**config.mk**
```make
export PLATFORM = sky130hd
export DESIGN_NAME = block_median_filter_top
export DESIGN_NICKNAME = d
export VERILOG_FILES = /design/src/rtl/bmf_pkg.sv /design/src/rtl/bmf_cell.sv /design/src/rtl/bmf_chain.sv /design/src/rtl/block_median_filter_top.sv
export SDC_FILE = /design/constraint.sdc
export NUM_CORES = 1
export LEC_CHECK = 0
export BUFFER_PORTS_ARGS = -buffer_cell sky130_fd_sc_hd__buf_2
export CAP_MARGIN = 5
export CORE_MARGIN = 2
export CORE_UTILIZATION = 55
export DETAILED_ROUTE_END_ITERATION = 8
export GPL_TIMING_DRIVEN = 0
export PLACE_DENSITY = 0.83
export SLEW_MARGIN = 30
export SYNTH_ARGS = -nofsm -noshare
export SYNTH_HDL_FRONTEND = slang
export SYNTH_SLANG_ARGS = --single-unit
```
**constraint.sdc**
```tcl
create_clock -name clk_i -period 5 [get_ports clk_i]
set_input_delay 0.25 -clock clk_i [delete_from_list [all_inputs] [get_ports clk_i]]
set_output_delay 0.25 -clock clk_i [all_outputs]
set_load 0.01 [all_outputs]
```
**src/rtl/bmf_pkg.sv**
```systemverilog
// Package of the block median filter: sizes, types and the cell control struct.
// No dependencies.
package bmf_pkg;

  localparam int WINDOW      = 30;
  localparam int SAMPLE_BITS = 12;
  localparam int MEDIAN_IDX  = (WINDOW - 1) / 2;
  localparam int CNT_W       = (WINDOW > 1) ? $clog2(WINDOW) : 1;
  localparam int TDATA_W     = ((SAMPLE_BITS + 7) / 8) * 8;

  typedef logic [SAMPLE_BITS-1:0] sample_t;
  typedef logic [CNT_W-1:0]       cnt_t;

  // Broadcast to every cell of the sort row.
  typedef struct packed {
    logic    en;      // a sample beat is taken this cycle
    sample_t sample;  // the sample being inserted
  } bmf_ctl_t;

endpackage

```
**src/rtl/bmf_cell.sv**
```systemverilog
// One slot of the insertion-sort row: holds one sample of the sorted window.
// Depends on bmf_pkg.
module bmf_cell (
  input  logic              clk_i,
  input  bmf_pkg::bmf_ctl_t ctl_i,
  input  logic              empty_i,     // slot lies beyond the current fill
  input  bmf_pkg::sample_t  left_val_i,  // value of the left neighbor
  input  logic              left_ins_i,  // left neighbor hands its value right
  output bmf_pkg::sample_t  val_o,
  output logic              ins_o,       // new sample goes at or left of here
  output bmf_pkg::sample_t  val_next_o
);
  import bmf_pkg::*;

  sample_t val_q, val_d;

  // An empty slot counts as larger than any sample; ties insert after.
  assign ins_o = empty_i || (ctl_i.sample < val_q);

  // Keep, take the sample, or take the neighbor's value as the row shifts.
  always_comb begin
    if (!ins_o) begin
      val_d = val_q;
    end else if (left_ins_i) begin
      val_d = left_val_i;
    end else begin
      val_d = ctl_i.sample;
    end
  end

  always_ff @(posedge clk_i) begin
    if (ctl_i.en) begin
      val_q <= val_d;
    end
  end

  assign val_o      = val_q;
  assign val_next_o = val_d;

endmodule

```
**src/rtl/bmf_chain.sv**
```systemverilog
// Row of sort cells kept in ascending order; taps the median slot.
// Depends on bmf_pkg and bmf_cell.
module bmf_chain (
  input  logic              clk_i,
  input  bmf_pkg::bmf_ctl_t ctl_i,
  input  bmf_pkg::cnt_t     count_i,   // samples already in the window
  output bmf_pkg::sample_t  median_o   // median slot after this insertion
);
  import bmf_pkg::*;

  sample_t val      [WINDOW];
  sample_t val_next [WINDOW];
  logic    ins      [WINDOW];

  for (genvar i = 0; i < WINDOW; i++) begin : g_cell
    logic    empty;
    sample_t left_val;
    logic    left_ins;

    // Slots at or past the fill count hold nothing of this window.
    assign empty = (count_i <= cnt_t'(i));

    if (i == 0) begin : g_head
      assign left_val = '0;
      assign left_ins = 1'b0;
    end else begin : g_body
      assign left_val = val[i-1];
      assign left_ins = ins[i-1];
    end

    bmf_cell u_cell (
      .clk_i      (clk_i),
      .ctl_i      (ctl_i),
      .empty_i    (empty),
      .left_val_i (left_val),
      .left_ins_i (left_ins),
      .val_o      (val[i]),
      .ins_o      (ins[i]),
      .val_next_o (val_next[i])
    );
  end

  assign median_o = val_next[MEDIAN_IDX];

endmodule

```
**src/rtl/block_median_filter_top.sv**
```systemverilog
// Top level of the block median filter: stream ports, fill count, result register.
// Depends on bmf_pkg and bmf_chain.

// Samples are grouped into back-to-back windows of WINDOW beats (30) with no
// overlap; each window yields one beat carrying its lower median (sorted index
// (WINDOW-1)/2), and no other sample yields anything. One sample is taken per
// clock cycle while the closing sample is not stalled: each beat is inserted
// into a row of WINDOW sort cells, and the median beat shows on the master side
// in the cycle after the last sample of its window. The result sits in an output
// register; samples that do not close a window are still taken while it waits,
// only the closing sample stalls until the result slot is free.
module block_median_filter_top (
  input  logic                         clk_i,
  input  logic                         rst_ni,
  input  logic                         s_axis_tvalid_i,
  output logic                         s_axis_tready_o,
  input  logic [bmf_pkg::TDATA_W-1:0]  s_axis_tdata_i,   // [11:0] sample
  output logic                         m_axis_tvalid_o,
  input  logic                         m_axis_tready_i,
  output logic [bmf_pkg::TDATA_W-1:0]  m_axis_tdata_o    // [11:0] median
);
  import bmf_pkg::*;

  cnt_t     count_q, count_d;
  logic     out_vld_q, out_vld_d;
  sample_t  out_dat_q;
  sample_t  median;
  logic     last;
  logic     beat;
  bmf_ctl_t ctl;

  // Closing sample needs a free result slot; others always go in.
  assign last            = (count_q == cnt_t'(WINDOW - 1));
  assign s_axis_tready_o = !last || !out_vld_q || m_axis_tready_i;
  assign beat            = s_axis_tvalid_i && s_axis_tready_o;

  assign ctl.en     = beat;
  assign ctl.sample = s_axis_tdata_i[SAMPLE_BITS-1:0];

  bmf_chain u_chain (
    .clk_i    (clk_i),
    .ctl_i    (ctl),
    .count_i  (count_q),
    .median_o (median)
  );

  // Fill count and result valid.
  always_comb begin
    count_d   = count_q;
    out_vld_d = out_vld_q;
    if (m_axis_tready_i) begin
      out_vld_d = 1'b0;
    end
    if (beat) begin
      if (last) begin
        count_d   = '0;
        out_vld_d = 1'b1;
      end else begin
        count_d = count_q + cnt_t'(1);
      end
    end
  end

  always_ff @(posedge clk_i or negedge rst_ni) begin
    if (!rst_ni) begin
      count_q   <= '0;
      out_vld_q <= 1'b0;
    end else begin
      count_q   <= count_d;
      out_vld_q <= out_vld_d;
    end
  end

  // Result payload.
  always_ff @(posedge clk_i) begin
    if (beat && last) begin
      out_dat_q <= median;
    end
  end

  assign m_axis_tvalid_o = out_vld_q;
  assign m_axis_tdata_o  = TDATA_W'(out_dat_q);

endmodule

```
==> results.md, run 1 <==
* Cells along the critical path: buf_2, ha_1, a21oi_1, o21ai_0, a2111oi_0, a211oi_2, buf_4, nor2_1
* # fillers at between 1500 and 2000
* Vias per cell at roughly 6.0
* Vias in the first global route at roughly 9300
* Max-Cap Viols at 0
* Drt drc at 0
* Multi-input gate area at 6260 um^2
* CTS tree: done
* Antenna Cells at 0
* Die H at 158 um
* Initial Util at 55.7%
* Storage cell area at 5920 um^2
* Clk sink count at 198
* Main synth FF type: edfxtp_1
* Async set or reset register ratio after synthesis at under 10%
* Final setup fails at 0
* Total grt overflow at 0
* Syn avg cell area at ~11 um^2
* H-tree lvl count at 4
* Leakage at 6.26 nW
* Chip width at 158 um
* Maximum clock rate at between 0.2 and 0.3 GHz
* Max clock buf depth at 2
* Die ar. at 25000 um^2
* Layout cells sized above 1 at 14.0%
* First-pass GRT wire length at 48.8 mm
* Rel. slew slack at 33.5%
* # IOs at 38
* Clock period minus worst slack at 3390 ps
* CTS clk-pin slew, worst paths at 70 ps
* Unrepaired setup endpoints after global routing: false
* Hpwl dp at around 21 mm
* Core footprint at 23400 um^2
* Worst-Margin Slew at 994 ps
* Pin count of the biggest net entering global routing at 23
* Crit-path slowest cell: nor2_1
* Startpoint Class: input pin
* Post-cts resize count at 0
* Family with the most delay on the worst path: compound AO/OA/AOI/OAI gates
* Total number of vias at ~9000
* DR WL/cell at 20.4 um
* Clock Skew at between 6 and 7 ps
* Post-synthesis cell area at roughly 13000 um^2
* Critical Path RT at approximately 5000 ps
* Delay of the slowest cell on the worst path at approximately 770 ps
* Clock root buffer: clkbuf_16
* NumNets Final at 1385
* Yosys cell types at 46
* Routed wire length at 31.2 mm
* Pre-antenna DRT Iters at 5
* Status: completed
* Total negative setup slack at 0 ps
* Final Hold Viols at 0
* Number of enable flip-flop cells after synthesis at 192
* Buffers and inverters on the worst path at 2
* Tot GR Track Use at ~26%
* Area Overhead vs Synth at 9.05%
* Synthesis warning total at 0
* Pre-CTS setup slack at 1160 ps
* Number of post-CTS setup repair buffers at 0
* Max IR drop VDD at ~330 uV
* P per Cell Area at ~570 nW/um^2
* Num CTS Buffers at 17
* Min Hold Slack at 129 ps
* Crit path capture type: register
* Sequential share of the synthesized area at 45.4%
* Critical Path AT at around 3500 ps
* Min-Delay Path Class: in2reg
* Row count at 56
* Final ANT Viol Nets at 0
* Final Core Density at 60.8%
* Final max-slew violation count at 0
* Antenna violations before repair at 0
* IO buf count at 29
* Critical setup path kind: in2reg
* Cells after Synth at 1144
* CP max FO at 22
* Worst-Skew Late Latency at 440 ps
* Tcrit/Tclk final at 67.9%
* Initial DRC Count at 931
* Total power at 8.18 mW
* Gpl congestion at 0.885
* Register bit total from synthesis at 198
* PnR worst setup slack at 1610 ps
[sequential cells by signal, summed over array words and instances (netlist names)]
| name | cells |
|---|---|
| m_axis_tvalid_o | 1 |
| u_chain.g_cell.u_cell.val_o | 180 |
| count_q | 5 |
| out_dat_q | 12 |
[per-layer routing]
metal  vias up  track usage [%]  routed length (um)
met5         -                0                   0
met4         0             10.9                1070
met3        78             4.68                2210
met2       365             44.4               15000
met1      4522             32.4               12900
li1       4274                -                   -
[worst register-to-register path, cell delays in order, from the launching register on]
cell and delay (ps):
edfxtp_1 390, inv_1 70, ha_1 230, a21oi_1 170, o21ai_0 150, a2111oi_0 730, a211oi_2 250, buf_4 240
nor2_1 770
[area by class of cell]
| type | count | area share (%) |
|---|---|---|
| multi-input combinational | 730 | 44.0 |
| sequential | 198 | 41.6 |
| inverter | 171 | 4.51 |
| clock buffer | 18 | 3.02 |
| tap | 319 | 2.81 |
| buffer | 48 | 1.88 |
| timing repair buffer | 31 | 1.16 |
| clock inverter | 14 | 1.02 |
[final timing paths]
| path | cells past startpoint | startpoint | to | slack (ps) |
|---|---|---|---|---|
| max reg2reg | 8 | u_chain.g_cell[8].u_cell.val_o[9] | u_chain.g_cell[8].u_cell.val_o[11] | 1620 |
| min | 3 | s_axis_tvalid_i | count_q[0] | 130 |
| min reg2reg | 1 | u_chain.g_cell[8].u_cell.val_o[6] | u_chain.g_cell[9].u_cell.val_o[6] | 560 |
| min in group asynchronous | 2 | rst_ni | count_q[2] | 180 |
| max in group asynchronous | 2 | rst_ni | count_q[1] | 4660 |
| max | 8 | s_axis_tdata_i[9] | u_chain.g_cell[8].u_cell.val_o[11] | 1610 |
[power breakdown]
part | switching (mW) | leakage, nW | internal [mW]
Combinational | 2.06 | 4.07 | 1.57
Clock | 0.653 | 0.272 | 0.703
Sequential | 0.345 | 1.92 | 2.85
[placed cells by master, fill, tap and decap left out, drive strengths merged, types with 40 or more instances in the layout]
cell | Yosys | routed
ha | 168 | 168
nor2 | 62 | 62
edfxtp | 192 | 192
inv | 171 | 176
nand2 | 62 | 62
a21oi | 61 | 61
buf | 26 | 55
clkbuf | 22 | 40
mux2 | 157 | 157
o21ai | 47 | 47
[synth_stat cells, drive strengths merged, types with 4 or more instances]
library cell | number | area [um^2]
a211oi | 10 | 133
nand2b | 6 | 37.5
a21oi | 61 | 320
inv | 171 | 642
nand2 | 62 | 233
nand4 | 10 | 62.6
o21ai | 47 | 235
a211o | 13 | 114
edfxtp | 192 | 5770
dfrtp | 6 | 150
a41o | 11 | 110
a21boi | 12 | 90.1
mux2 | 157 | 1770
mux2i | 12 | 120
and3 | 12 | 75.1
buf | 26 | 185
ha | 168 | 2100
a2111oi | 11 | 103
nand3 | 4 | 20.0
nor2 | 62 | 233
nor3 | 26 | 130
a21o | 7 | 52.6
a41oi | 8 | 70.1
o22ai | 13 | 81.3
clkbuf | 22 | 82.6
[kinds of logic (layout without fill, tap and decap cells)]
kind of cell             Yosys count  count (layout)  synth area share, %
flip-flops                       198             198                 45.4
buffers and inverters            219             282                 6.97
AO/OA/AOI/OAI                    203             203                 10.8
multiplexers                     169             169                 14.5
other                              1               4               0.0288
adder cells (fa/ha/maj)          168             168                 16.1
AND/OR/NAND/NOR                  186             186                 6.25
[metrics by stage]
stage,cells,area (um^2)
6_report,1529,14200
5_1_grt,1529,14200
4_1_cts,1529,14200
3_5_place_dp,1495,13600
3_3_place_gp,1495,13600
2_1_floorplan,1147,13100
[what timing repair did]
item	CTS	global route
hold buffers	2	0
endpoints found under the setup margin	0	0
hold endpoints to repair	7	0
Power figures use the tool's default switching activity.
==> run 2: changes to the inputs <==
- ABC_AREA: unset -> 1
- PLACE_DENSITY: 0.83 -> 0.86
- clock period: 5 -> 2.77 ns (I/O delays scaled with it)
==> run 2 against run 1 <==
- sequential share of layout area decreased by 0.62 points
- highest routed layer unchanged
- worst hold slack got worse by 74 ps
- global-route usage increased by 1.1 points
- sequential cell count unchanged
- critical endpoint is now out_dat_q[11]
- total power increased by 97%
- largest power group unchanged
==> results.md, run 2 <==
* Status: completed
* Area Overhead vs Synth at 9.10% (about the same)
* Critical Path RT at 2860 ps (-2200 ps)
* Total number of vias at 11300 (+22%)
* Min-Delay Path Class: in2reg
* Clk sink count at 198 (unchanged)
* Top cell type's share of synthesized area at 43.6% (-0.64 points)
* GRT met1 Usage at 31.8% (-0.61 points)
* Core footprint at 23500 um^2 (+0.60%)
* Top cells by count, synth: nand2_1, inv_1, nand3_1
* Post-DP Area at 13800 um^2 (+1.6%)
* Die H at 159 um (+0.72%)
* Initial Util at 56.2% (+0.48 points)
* Syn avg cell area at 8.45 um^2 (-26%)
* Largest register FFs at 180 (unchanged)
* Worst-Margin Slew at 1110 ps (+120 ps)
* H-tree lvl count at 4 (unchanged)
* Drt drc at 0 (unchanged)
* CP max FO at 19 (-14%)
* Critical setup path kind: reg2reg
* Number of enable flip-flop cells after synthesis at 192 (unchanged)
* Antenna violations before repair at 0 (unchanged)
* Final max-slew violation count at 0 (unchanged)
* Max-Cap Viols at 0 (unchanged)
* IO buf count at 29 (unchanged)
* Maximum clock rate at 0.398 GHz
* Clock period minus worst slack at about 2500 ps
* Tot GR Track Use at 27.1% (+1.1 points)
* R2R depth at 8 (unchanged)
* Worst-Skew Late Latency at 460 ps (+20 ps)
* RR Startpoint: count_q[0]
* Startpoint Class: register
* Final ANT Viol Nets at 0 (unchanged)
* Min-Delay Startpoint: s_axis_tdata_i[0]
* Switching share of total power at 43.0% (+5.6 points)
* Crit path to: out_dat_q[11]
* Max IR drop VDD at 516 uV (+55%)
* Leakage at 7.24 nW (+16%)
* First-pass GRT wire length at 54.3 mm (+11%)
* PnR worst setup slack at 258 ps (-1350 ps)
* Post-synthesis cell area at 13200 um^2 (+1.5%)
* Worst r2r dst: out_dat_q[11]
* Chip width at 159 um (+0.72%)
* Hpwl dp at 23.1 mm (+8.1%)
* P per Cell Area at 1110 nW/um^2 (+94%)
* Synthesis warning total at 0 (unchanged)
* Sequential share of the synthesized area at 44.7% (-0.66 points)
* Pre-antenna DRT Iters at 8 (+3)
* Vias in the first global route at 10900 (+17%)
* Met2 usage at 47.0% (+2.6 points)
* Most common library cell in the layout ignoring fill and taps: nand2_1
* Unrepaired setup endpoints after global routing: false
* Routed wire length at 34.0 mm (+9.2%)
* Most common cell in the synthesized netlist: nand2_1
* Largest area contributor in the netlist: edfxtp_1
* Initial DRC Count at 1154 (+24%)
* Clock root buffer: clkbuf_16
* Hold Buf Count CTS at 3 (+1)
* Clk pwr share at 15.3% (-1.3 points)
* Total grt overflow at 0 (unchanged)
* Tcrit/Tclk final at between 90 and 100%
* DR WL/cell at 17.4 um (-15%)
* Internal power at 9.16 mW (+79%)
* CTS clk-pin slew, worst paths at 70 ps (about the same)
* NumNets Final at 1809 (+31%)
* Combinational power share at 47.1% (+2.7 points)
* CTS tree: done
* Reg2Reg Setup Slack at 260 ps (-1360 ps)
* NetSw at 6.92 mW (+130%)
* Post-cts resize count at 0 (unchanged)
* Die ar. at 25300 um^2 (+1.4%)
* Main synth FF type: edfxtp_1
* Critical Path AT at 2610 ps (-850 ps)
* Vias per cell at 5.79 (-4.2%)
* Register bit total from synthesis at 198 (unchanged)
* Max clock buf depth at 2 (unchanged)
* Final setup fails at 0 (unchanged)
* Cells after Synth at 1567 (+37%)
* Pin count of the biggest net entering global routing at 22 (-4.3%)
* Top cells by area, synth: edfxtp_1, ha_1, nand2_1
* Rel. slew slack at 25.8% (-7.7 points)
* Fin area at 14400 um^2 (+1.5%)
* Critical path startpoint: count_q[0]
* Row count at 56 (unchanged)
* Num CTS Buffers at 17 (unchanged)
* Yosys cell types at 23 (-50%)
* Number of post-CTS setup repair buffers at 0 (unchanged)
* Layout cells sized above 1 at 9.24% (-4.8 points)
* Final Hold Viols at 0 (unchanged)
* Leading cell types in the layout, fill and taps excluded: nand2_1, inv_1, nand3_1
* Final Core Density at 61.3% (+0.56 points)
* Pre-CTS setup slack at -325 ps (-1490 ps)
* Antenna Cells at 0 (unchanged)
* Most used routing layer: met2
* Total negative setup slack at 0 ps (unchanged)
* Gpl congestion at 0.900 (+1.7%)
* # IOs at 38 (unchanged)
* Clock Skew at 16.8 ps (+9.79 ps)
* Async set or reset register ratio after synthesis at 3.03% (unchanged)
* Seq pwr share at 37.6% (-1.5 points)
* Crit path capture type: register
* Met3 Use GR at 4.90% (+0.22 points)
-- run 2: how the worst min path moves through the flow --
| stage | slack (ps) | depth (start not counted) | endpoint |
|---|---|---|---|
| 6_report | 60 | 1 | u_chain.g_cell[0].u_cell.val_o[0] |
| 2_1_floorplan | -160 | 0 | count_q[0] |
| 4_1_cts | 50 | 2 | m_axis_tvalid_o |
| 3_5_place_dp | -10 | 1 | m_axis_tvalid_o |
| 3_3_place_gp | -10 | 1 | m_axis_tvalid_o |
| 5_1_grt | 50 | 1 | u_chain.g_cell[0].u_cell.val_o[0] |
-- run 2: cell type report --
cell class	instances	area (um^2)
Buffer	62	363
Clock buffer	17	425
Clock inverter	15	141
Fill cell	1901	9100
Inverter	226	848
Multi-Input combinational cell	1084	6170
Sequential cell	198	5920
Tap cell	319	399
Timing Repair Buffer	32	175
-- run 2: metrics by stage --
stage,total power [mW],hold slack [ps],cells
after floorplan,11.4,-157,1570
after global placement,12.8,-13.8,1918
after detailed placement,13.4,-11.0,1918
after CTS,15.9,45.2,1953
after global routing,17.4,47.7,1953
final,16.1,55.6,1953
-- run 2: power groups by stage --
stage / Clock, mW / Sequential, mW / Combinational, mW
floorplan: 0 / 5.81 / 5.57
global placement: 0 / 6.06 / 6.76
detailed placement: 0 / 6.08 / 7.32
CTS: 2.44 / 6.03 / 7.44
global route: 2.56 / 6.16 / 8.66
finish: 2.46 / 6.06 / 7.57
-- run 2: per-layer routing --
metal	routed length (um)	vias up
li1	-	5314
met1	12600	5215
met2	16500	626
met3	3170	151
met4	1760	0
met5	0	-
-- run 2: critical path, stage by stage (launching register included) --
cell	delay (ps)
dfrtp_1	430
ha_1	220
inv_1	110
nor3_4	70
nand2_2	90
nand2_2	190
inv_2	370
nand2_1	210
inv_1	440
-- run 2: kinds of logic (layout without fill, tap and decap cells) --
| logic type | Yosys count | in the layout | share of synthesized area [%] |
|---|---|---|---|
| simple gates | 754 | 754 | 24.0 |
| buf+inv | 288 | 352 | 9.15 |
| flops | 198 | 198 | 44.7 |
| fa+ha+maj | 168 | 168 | 15.9 |
| compound gates | 158 | 158 | 6.19 |
| other cells | 1 | 4 | 0.0283 |
==> run 3: changes to the inputs <==
- ABC_AREA: 1 -> unset
==> run 3 against run 2 <==
- sequential cell count unchanged
- via count is 18% lower
- critical endpoint is now u_chain.g_cell[5].u_cell.val_o[7]
- critical path depth did not move
==> results.md, run 3 (same netlist as run 1, synthesis figures left out) <==
* First-pass GRT wire length at 49.5 mm (-8.8%)
* IO buf count at 29 (unchanged)
* Row count at 56 (unchanged)
* Total number of vias at 9303 (-18%)
* Largest register FFs at 180 (unchanged)
* Initial DRC Count at 796 (-31%)
* Met2 usage at 44.0% (-3.0 points)
* R2R depth at 8 (unchanged)
* Reg2Reg Setup Slack at 100 ps (-160 ps)
* Final max-slew violation count at 0 (unchanged)
* Final ANT Viol Nets at 0 (unchanged)
* CP max FO at 10 (-9)
* WHS Endpoint: count_q[0]
* Leakage at 6.32 nW (-13%)
* Leading cell types in the layout, fill and taps excluded: edfxtp_1, inv_1, ha_1
* Pre-antenna DRT Iters at 5 (-3)
* Startpoint Class: register
* Max IR drop VDD at 676 uV (+31%)
* NumNets Final at 1385 (-23%)
* Antenna Cells at 0 (unchanged)
* Total negative setup slack at 0 ps (unchanged)
* Vias per cell at 6.08 (+5.1%)
* P per Cell Area at 1050 nW/um^2 (-5.9%)
* GRT met1 Usage at 32.2% (+0.35 points)
* Rel. slew slack at 40.9% (+15 points)
* RR Startpoint: u_chain.g_cell[4].u_cell.val_o[7]
* Worst-Skew Late Latency at 460 ps (about the same)
* Total power at 15.1 mW (-6.2%)
* Critical setup path kind: reg2reg
* Worst-Margin Slew at 887 ps (-226 ps)
* Area Overhead vs Synth at 10.4%
* Tot GR Track Use at 26.4% (-0.67 points)
* Total grt overflow at 0 (unchanged)
* H-tree lvl count at 4 (unchanged)
* Layout Cells excl Fill at 1529 (-22%)
* Final Hold Viols at 0 (unchanged)
* Final setup fails at 0 (unchanged)
* Min-Delay Path Class: in2reg
* Die H at 158 um (-0.71%)
* Critical Path AT at 2870 ps (+260 ps)
* Layout cells sized above 1 at 15.8% (+6.5 points)
* Max clock buf depth at 2 (unchanged)
* Vias in the first global route at 9582 (-12%)
* Unrepaired setup endpoints after global routing: true
* CTS tree: done
* Clock period minus worst slack at 2670 ps (+159 ps)
* Most common library cell in the layout ignoring fill and taps: edfxtp_1
* Num CTS Buffers at 17 (unchanged)
* DR WL/cell at 20.8 um (+20%)
* Critical Path RT at 2970 ps (+110 ps)
* Hold path depth at 3 (+2)
* Tcrit/Tclk final at 96.4% (+5.7 points)
* Clk sink count at 198 (unchanged)
* Met3 Use GR at 5.15% (+0.25 points)
* Core footprint at 23400 um^2 (-0.60%)
* Crit path capture type: register
* # IOs at 38 (unchanged)
* Clock Skew at 13.9 ps (-2.92 ps)
* CTS clk-pin slew, worst paths at 80 ps (about the same)
* Number of post-CTS setup repair buffers at 0 (unchanged)
* Max-Cap Viols at 0 (unchanged)
* Gpl congestion at 0.886 (-1.6%)
* Worst r2r dst: u_chain.g_cell[5].u_cell.val_o[7]
* Antenna violations before repair at 0 (unchanged)
* Routed wire length at 31.9 mm (-6.3%)
* Clock root buffer: clkbuf_16
* Pin count of the biggest net entering global routing at 23 (+4.5%)
* Min-Delay Startpoint: s_axis_tvalid_i
* Die ar. at 25000 um^2 (-1.4%)
* Chip width at 158 um (-0.71%)
* Status: completed
* Dpl cells at 1495 (-22%)
* Most used routing layer: met2
* Hpwl dp at 21.5 mm (-6.8%)
* Drt drc at 0 (unchanged)
* Maximum clock rate at 0.374 GHz (-6.0%)
* Initial Util at 55.7% (-0.48 points)
## run 3: cell count changes in the layout (fill, tap and decap cells not counted), moves of 19 or more
| cell | previous run | this run |
|---|---|---|
| a21oi_1 | 88 | 56 |
| inv_1 | 220 | 169 |
| nand3_1 | 195 | 4 |
| mux2_2 | 0 | 54 |
| buf_2 | 55 | 35 |
| nor3_1 | 2 | 21 |
| nand2_2 | 21 | 0 |
| mux2_1 | 0 | 103 |
| nand2_1 | 485 | 62 |
## run 3: layout make-up
type	count	area, um^2
Fill cell	1765	9010
Inverter	171	642
Buffer	48	275
Timing Repair Buffer	31	165
Clock inverter	15	175
Clock buffer	17	425
Multi-Input combinational cell	730	6390
Sequential cell	198	5920
Tap cell	319	399
## run 3: worst max-delay path by stage
stage	start	to	cells after the start
5_1_grt	u_chain.g_cell[4].u_cell.val_o[7]	u_chain.g_cell[5].u_cell.val_o[3]	8
6_report	u_chain.g_cell[4].u_cell.val_o[7]	u_chain.g_cell[5].u_cell.val_o[7]	8
3_3_place_gp	s_axis_tdata_i[9]	u_chain.g_cell[0].u_cell.val_o[5]	8
4_1_cts	count_q[1]	u_chain.g_cell[14].u_cell.val_o[3]	9
3_5_place_dp	s_axis_tdata_i[9]	u_chain.g_cell[0].u_cell.val_o[5]	8
2_1_floorplan	u_chain.g_cell[13].u_cell.val_o[2]	u_chain.g_cell[13].u_cell.val_o[0]	9
## run 3: worst max-delay path: stages, from the launching register on
cell	delay, ps
edfxtp_1	370
inv_1	50
ha_1	300
nand2_1	80
nor3_1	300
a211oi_2	130
a211oi_2	430
buf_2	370
mux2_1	370
## run 3: routing by layer
layer / vias up / wire, um / share of wire [%]
li1: 4265 / - / -
met1: 4491 / 12600 / 40
met2: 419 / 15200 / 48
met3: 128 / 2380 / 7.5
met4: 0 / 1710 / 5.4
met5: - / 0 / 0
## run 3: metrics by stage
step / cell area [um^2] / utilization (%) / hold slack (ps) / worst slack (ps)
after floorplan: 13100 / - / -157 / 119
after global placement: 13600 / 58.1 / -31.4 / -728
after detailed placement: 13600 / 58.1 / -28.0 / -911
after CTS: 14300 / 61.2 / 23.8 / 8.18
after global routing: 14400 / 61.5 / 29.9 / -46.2
final: 14400 / 61.5 / 27.1 / 98.6
## run 3: repair_timing
action                                  CTS  global route
resized for setup                        33            24
endpoints found under the setup margin  200           204
pin swaps                                 0             1
gates cloned                              0             0
hold buffers                              2             0
endpoints found under the hold margin     7             0
## run 3: power by group
| part | switching (mW) | total (mW) | internal, mW |
|---|---|---|---|
| sequential | 0.649 | 5.79 | 5.14 |
| clock | 1.30 | 2.53 | 1.23 |
| combinational | 3.84 | 6.77 | 2.93 |
